<file path="src/dbc_pkg.sv">
// Shared constants, register codes and the divider cell record for the
// density bucket classifier. No dependencies.
package dbc_pkg;

  localparam int OPCODE_W   = 1;
  localparam int ENTRY_W    = 10;
  localparam int DENS_W     = 32;
  localparam int BIDX_W     = 10;
  localparam int POP_W      = 32;
  localparam int BCNT_W     = 11;
  localparam int CFG_IDX_W  = 2;
  localparam int CFG_DATA_W = 32;

  // Quotient bits of the uniform-mode division: the quotient stays below
  // the bucket count, which never exceeds BCNT_W bits.
  localparam int QUO_W  = BCNT_W;
  localparam int PROD_W = DENS_W + BCNT_W;

  localparam int DEF_MAX_BUCKETS = 1024;

  localparam logic [OPCODE_W-1:0] OP_CLASSIFY = 1'b0;
  localparam logic [OPCODE_W-1:0] OP_WRITE    = 1'b1;

  localparam logic [CFG_IDX_W-1:0] REG_QUANTILE_MODE = 2'd0;
  localparam logic [CFG_IDX_W-1:0] REG_BUCKET_COUNT  = 2'd1;
  localparam logic [CFG_IDX_W-1:0] REG_DENSITY_LOW   = 2'd2;
  localparam logic [CFG_IDX_W-1:0] REG_DENSITY_HIGH  = 2'd3;

  localparam logic [BCNT_W-1:0] RST_BUCKET_COUNT = 11'd1024;
  localparam logic [DENS_W-1:0] RST_DENSITY_LOW  = 32'h0000_0000;
  localparam logic [DENS_W-1:0] RST_DENSITY_HIGH = 32'hFFFF_FFFF;

  // What one division cell hands to the next.
  typedef struct packed {
    logic              vld;
    logic [DENS_W-1:0] rem;
    logic [QUO_W-1:0]  low;
    logic [QUO_W-1:0]  quo;
    logic [DENS_W-1:0] dvs;
  } div_cell_t;

endpackage

</file>
<file path="src/dbc_div_cell.sv">
// One restoring division cell: settles one quotient bit and passes the
// partial remainder on. Depends on dbc_pkg.
module dbc_div_cell (
  input  logic               clk,
  input  logic               rst_n,
  input  dbc_pkg::div_cell_t c_in,
  output dbc_pkg::div_cell_t c_out
);
  import dbc_pkg::*;

  logic [DENS_W:0]   trial;
  logic              ge;
  logic [DENS_W:0]   diff;
  div_cell_t         c_nxt;
  div_cell_t         c_r;

  always_comb begin
    trial     = {c_in.rem, c_in.low[QUO_W-1]};
    ge        = trial >= {1'b0, c_in.dvs};
    diff      = trial - {1'b0, c_in.dvs};
    c_nxt.vld = c_in.vld;
    c_nxt.rem = ge ? diff[DENS_W-1:0] : trial[DENS_W-1:0];
    c_nxt.low = {c_in.low[QUO_W-2:0], 1'b0};
    c_nxt.quo = {c_in.quo[QUO_W-2:0], ge};
    c_nxt.dvs = c_in.dvs;
  end

  always_ff @(posedge clk) begin
    if (!rst_n) begin
      c_r.vld <= 1'b0;
    end else begin
      c_r <= c_nxt;
    end
  end

  assign c_out = c_r;

endmodule

</file>
<file path="src/dbc_div_chain.sv">
// Uniform-mode bucket divider: a registered offset-by-count product feeding
// a row of dbc_div_cell, one quotient bit per cell. Depends on dbc_pkg.
module dbc_div_chain (
  input  logic                      clk,
  input  logic                      rst_n,
  input  logic                      start,
  input  logic [dbc_pkg::DENS_W-1:0] offs,
  input  logic [dbc_pkg::BCNT_W-1:0] nbkt,
  input  logic [dbc_pkg::DENS_W-1:0] span,
  output logic                      done,
  output logic [dbc_pkg::QUO_W-1:0]  quo
);
  import dbc_pkg::*;

  logic              vld_r;
  logic [PROD_W-1:0] prod_r;
  logic [DENS_W-1:0] dvs_r;
  div_cell_t         link [0:QUO_W];

  // Product stays below span * 2^QUO_W, so its top part is below span.
  always_ff @(posedge clk) begin
    if (!rst_n) begin
      vld_r <= 1'b0;
    end else begin
      vld_r  <= start;
      prod_r <= PROD_W'(offs) * PROD_W'(nbkt);
      dvs_r  <= span;
    end
  end

  always_comb begin
    link[0].vld = vld_r;
    link[0].rem = prod_r[PROD_W-1:QUO_W];
    link[0].low = prod_r[QUO_W-1:0];
    link[0].quo = '0;
    link[0].dvs = dvs_r;
  end

  for (genvar k = 0; k < QUO_W; k++) begin : g_cell
    dbc_div_cell u_cell (
      .clk   (clk),
      .rst_n (rst_n),
      .c_in  (link[k]),
      .c_out (link[k+1])
    );
  end

  assign done = link[QUO_W].vld;
  assign quo  = link[QUO_W].quo;

endmodule

</file>
<file path="config.mk">
export PLATFORM = sky130hd
export DESIGN_NAME = dbc_div_chain
export DESIGN_NICKNAME = d
export VERILOG_FILES = /design/src/dbc_pkg.sv /design/src/dbc_div_cell.sv /design/src/dbc_div_chain.sv
export SDC_FILE = /design/constraint.sdc
export NUM_CORES = 2
export LEC_CHECK = 0
export ABC_AREA = 1
export BUFFER_PORTS_ARGS = -buffer_cell sky130_fd_sc_hd__buf_2
export CAP_MARGIN = 15
export CORE_MARGIN = 1
export CORE_UTILIZATION = 45
export CTS_CLUSTER_SIZE = 20
export DETAILED_ROUTE_END_ITERATION = 7
export HOLD_SLACK_MARGIN = 0.05
export PLACE_DENSITY = 0.6
export SLEW_MARGIN = 10
export SYNTH_ARGS = -nofsm -noshare
export SYNTH_HDL_FRONTEND = slang
export SYNTH_HIERARCHICAL = 1
export SYNTH_SLANG_ARGS = --single-unit
export TNS_END_PERCENT = 50
</file>
<file path="constraint.sdc">
create_clock -name clk -period 6.4 [get_ports clk]
set_input_delay 0 -clock clk [delete_from_list [all_inputs] [get_ports clk]]
set_output_delay 0 -clock clk [all_outputs]
set_load 0.03 [all_outputs]
</file>
# --- Word level (Yosys, flattened, before mapping) ---
# Cells that the tools add are included.
word_totals:
  ff_bits: 848
  inputBits: 78
  output_inout_bits: 12
  wordCells: 87
op_classes:
  addsub: 10
  n_mul: 1
  order_cmp: 11
  n_mux: 10
ops:
  columns: ["op", "n"]
  rows:
  - [">= comparator 33 x 32 -> 1 bit", 11]
  - ["2-to-1 mux 32 bit", 10]
  - ["subtractor 32 bit", 10]
  - ["multiplier 32 x 11 -> 43 bit", 1]

# --- Logic depth before layout (Yosys ltp) ---
logic_depth:
  word_depth: 2
  mapped_depth: 25
  mapped_depth_nobuf: 24

# --- Hierarchy ---
# Netlist, hierarchy kept.
by_module_without_submodules:
  columns: ["module", "instances", "cells_per_inst", "area_per_inst_um2", "seq_area_each_um2"]
  rows:
  - ["dbc_div_cell at g_cell[0].u_cell ...", 10, 742, 5785.5, 2572.5]
  - ["dbc_div_chain", 1, 1804, 14229.9, 2272.2]
  - ["dbc_div_cell at g_cell[2].u_cell", 1, 740, 5701.7, 2572.5]

# --- Worst setup path after synthesis ---
# Ideal clock, no wire load.
synth_timing:
  kind: "input to register"
  start: "input port offs[23] in the netlist's numbering"
  end: "register prod_r[42], data pin"
  setup_time_ns: 0.252
  t_arrival_ns: 4.235
  required_ns: 6.148
  setup_slack_ns: 1.912
  path_stages: 21
  n_path_buf: 1
  cell_sequence: "clkbuf_1 nand2_1 fa_1 inv_1 fa_1 inv_1 fa_1 inv_1 fa_1 inv_1 fa_1 inv_1 ha_1 a21oi_1 o21ai_0 inv_1 nand2_1 a21oi_1 nand2_1 nand2_1 nand2_1"
synth_between:
  elab_chain_cells: 1
synth_rtl:
  columns: ["item", "line_no", "source"]
  rows:
  - ["start: declaration", "dbc_div_chain.sv:7", "input logic [dbc_pkg::DENS_W-1:0] offs,"]
  - ["multiplier 32 x 11 -> 43 bit", "dbc_div_chain.sv:26", "prod_r <= PROD_W'(offs) * PROD_W'(nbkt);"]
  - ["end signal: assignment", "dbc_div_chain.sv:26", null]
  - ["end: declaration", "dbc_div_chain.sv:16", "logic [PROD_W-1:0] prod_r;"]
# No other way between the ends.
# A chain may end at the register's enable or synchronous reset.

# --- Worst setup path in the final report ---
layout_timing:
  start: "input port offs[0] in the netlist's numbering"
  end: "register prod_r[28], data pin"
# The elaborated chain is that of the path after synthesis.

==> results.md <==
- WS Path Type: in2reg
- Vias: 57450
- Sw Pwr: 21350 uW
- Starting density of the core: 0.4551
- Overflow after GRT: 0
- Initial antenna violation count: 6
- Mean Syn Cell Area: 7.547 um^2
- Hold Crit Class: in2reg
- Worst hold slack: 0.1216 ns
- Area grow syn2layout: 8.902%
- Clock Power Share: 0.141
- Synth Net Count: 10120
- Total power: 42030 uW
- Net Sw Frac: 0.5079
- CTS tree: built
- Layout Skew: 0.04633 ns
- Dpl cell area: 72560 um^2
- Hold path cells: 2
- Status: completed
- Nets@finish: 10230
- Seq pwr share: 0.237
- Worst-path maximum fanout: 11
- Crit path DAT: 5.02 ns
- Root Driver: clkbuf_16
- DR iter-0 viols: 3927
- IO buf count: 89
- Ys Warns: 6
- Die X: 397.6 um
- Final Cell Area: 76700 um^2
- Postcts setup bufs: 0
- Max-slew violations: 0
- Worst-skew pair later-pin latency: 0.73 ns
- Cell internal pwr: 20690 uW
- Drt pass-1 iters: 6
- F_max: 218.5 MHz
- H-tree depth: 3
- Worst Tran Pin Value: 1.199 ns
- Reg2Reg Depth: 12
- Clk sinks: 848
- RR Startpoint: g_cell[5].u_cell/c_out[2]
- Clk slew on worst S/H paths: 0.06 ns
- Worst R2R Setup Slack: 3.12 ns
- Critical path required time: 6.84 ns
- Setup WS post-layout: 1.824 ns
- Peak VDD IR: 353.1 uV
- Commonest non-fill, non-tap cells in the layout: 3471 x nand2_1, 2086 x inv_1, 836 x edfxtp_1
- Number of global-route vias before repair: 56990
- Max-Cap Viols: 0
- Detailed Route WL: 212200 um
- Met1 Usage GRT: 0.3452
- CP Launch Type: primary input
- Hold Crit Start: span[5]
- First-pass GRT wire length: 330600 um
- Share of layout cells above drive strength 1: 0.06779
- Pre-CTS setup slack: 1.105 ns
- Most used routing layer: met2
- Final period demand of the worst path: 4.576 ns
- Antenna-violating nets left: 0
- Full die area: 158100 um^2
- Ports: 90
- Routed WL per cell: 18.33 um
- DIE HEIGHT: 397.6 um
- DP HPWL: 173400 um
- DRC: 0
- Worst reg2reg path endpoint: g_cell[6].u_cell/c_out[55]
- Grt met3 use: 0.02536
- P_leak: 0.04075 uW
- Cells after synthesis: 9332
- Clock Path Buffers: 3
- Vias/cell: 4.963
- Worst Hold End: dvs_r[5]
- Rel. slew slack: 0.2006
- CTS Buf Count: 99
- Setup TNS: 0 ns
- Final hold vios: 0
- Met2 layer usage reported by global route: 0.4838
- Comb pwr share: 0.622
- Commonest non-fill, non-tap cell in the layout: nand2_1
- Netlist Area Pre-Place: 70430 um^2
- Setup violators final: 0
- Area of the core: 154800 um^2
- Crit. End Element: flip-flop
- Period utilization: 0.7151
- RSZ-0062 raised after global routing: no
- Pwr dens: 548.0 nW/um^2
- Largest net degree at the start of global routing: 189
- Gr usage total: 0.2712
- Row count: 144
- Global placement routability congestion: 0.9304
-- worst max-delay path by stage --
stage                     startpoint    endpoint  slack (ns)  depth (start not counted)
after floorplan             offs[23]  prod_r[42]        1.91                         21
after global placement      nbkt[10]  prod_r[36]        1.14                         20
after detailed placement    nbkt[10]  prod_r[42]        1.11                         21
after CTS                    offs[0]  prod_r[28]        1.80                         21
after global routing         offs[1]  prod_r[28]        1.45                         24
final                        offs[0]  prod_r[28]        1.82                         24
-- stage by stage --
step,utilization,cells
after global placement,0.4688,11320
final,0.4956,11580
after floorplan,-,9332
after detailed placement,0.4688,11320
after CTS,0.4955,11570
after global routing,0.4955,11580
-- flip-flops by register name, indices dropped and copies added, names as in the netlist --
register             flops
g_cell.u_cell/c_out    772
dvs_r                   32
vld_r                    1
prod_r                  43
-- critical path: stages --
cell and delay, ns:
dlygate4sd3_1 0.51, buf_2 0.24, nand2_1 0.12, fa_1 0.54, fa_1 0.54, inv_1 0.06, fa_1 0.51, fa_1 0.55
inv_1 0.06, fa_1 0.53, inv_1 0.04, ha_1 0.36, nand2_2 0.16, inv_1 0.05, nand2_1 0.06, nand2_1 0.07
inv_1 0.06, nand3_1 0.11, nand2_1 0.12, nand2_2 0.09, nand2_1 0.09, nand2_1 0.05, nand2_1 0.05, nand2_1 0.05
-- final cells by class --
| cell class | count | area, um^2 |
|---|---|---|
| Clock inverter | 71 | 854.6 |
| Inverter | 2119 | 7956 |
| Clock buffer | 117 | 2586 |
| Timing Repair Buffer | 174 | 1329 |
| Multi-Input combinational cell | 6201 | 36060 |
| Tap cell | 2044 | 2557 |
| Sequential cell | 848 | 25340 |
| Fill cell | 15320 | 78070 |
| Antenna cell | 3 | 7.507 |
-- power groups by stage --
stage	clock (uW)	combinational [uW]	sequential [uW]
global route	6280	29500	10000
floorplan	0	19100	9350
global placement	0	26000	10000
CTS	6090	26300	9940
detailed placement	0	26200	10000
finish	5930	26200	9950
-- timing repair --
action | 4_1_cts | 5_1_grt
hold endpoints to repair | 108 | 0
setup endpoints to repair | 0 | 0
hold buffers | 69 | 0
resized for setup | 0 | 0
-- routing by layer --
metal,part of all wire,vias up
met3,0.041,295
li1,-,28770
met4,0.031,6
met2,0.50,1333
met5,0.00019,-
met1,0.43,27050
Note: power is estimated with default switching activity, not from simulation.
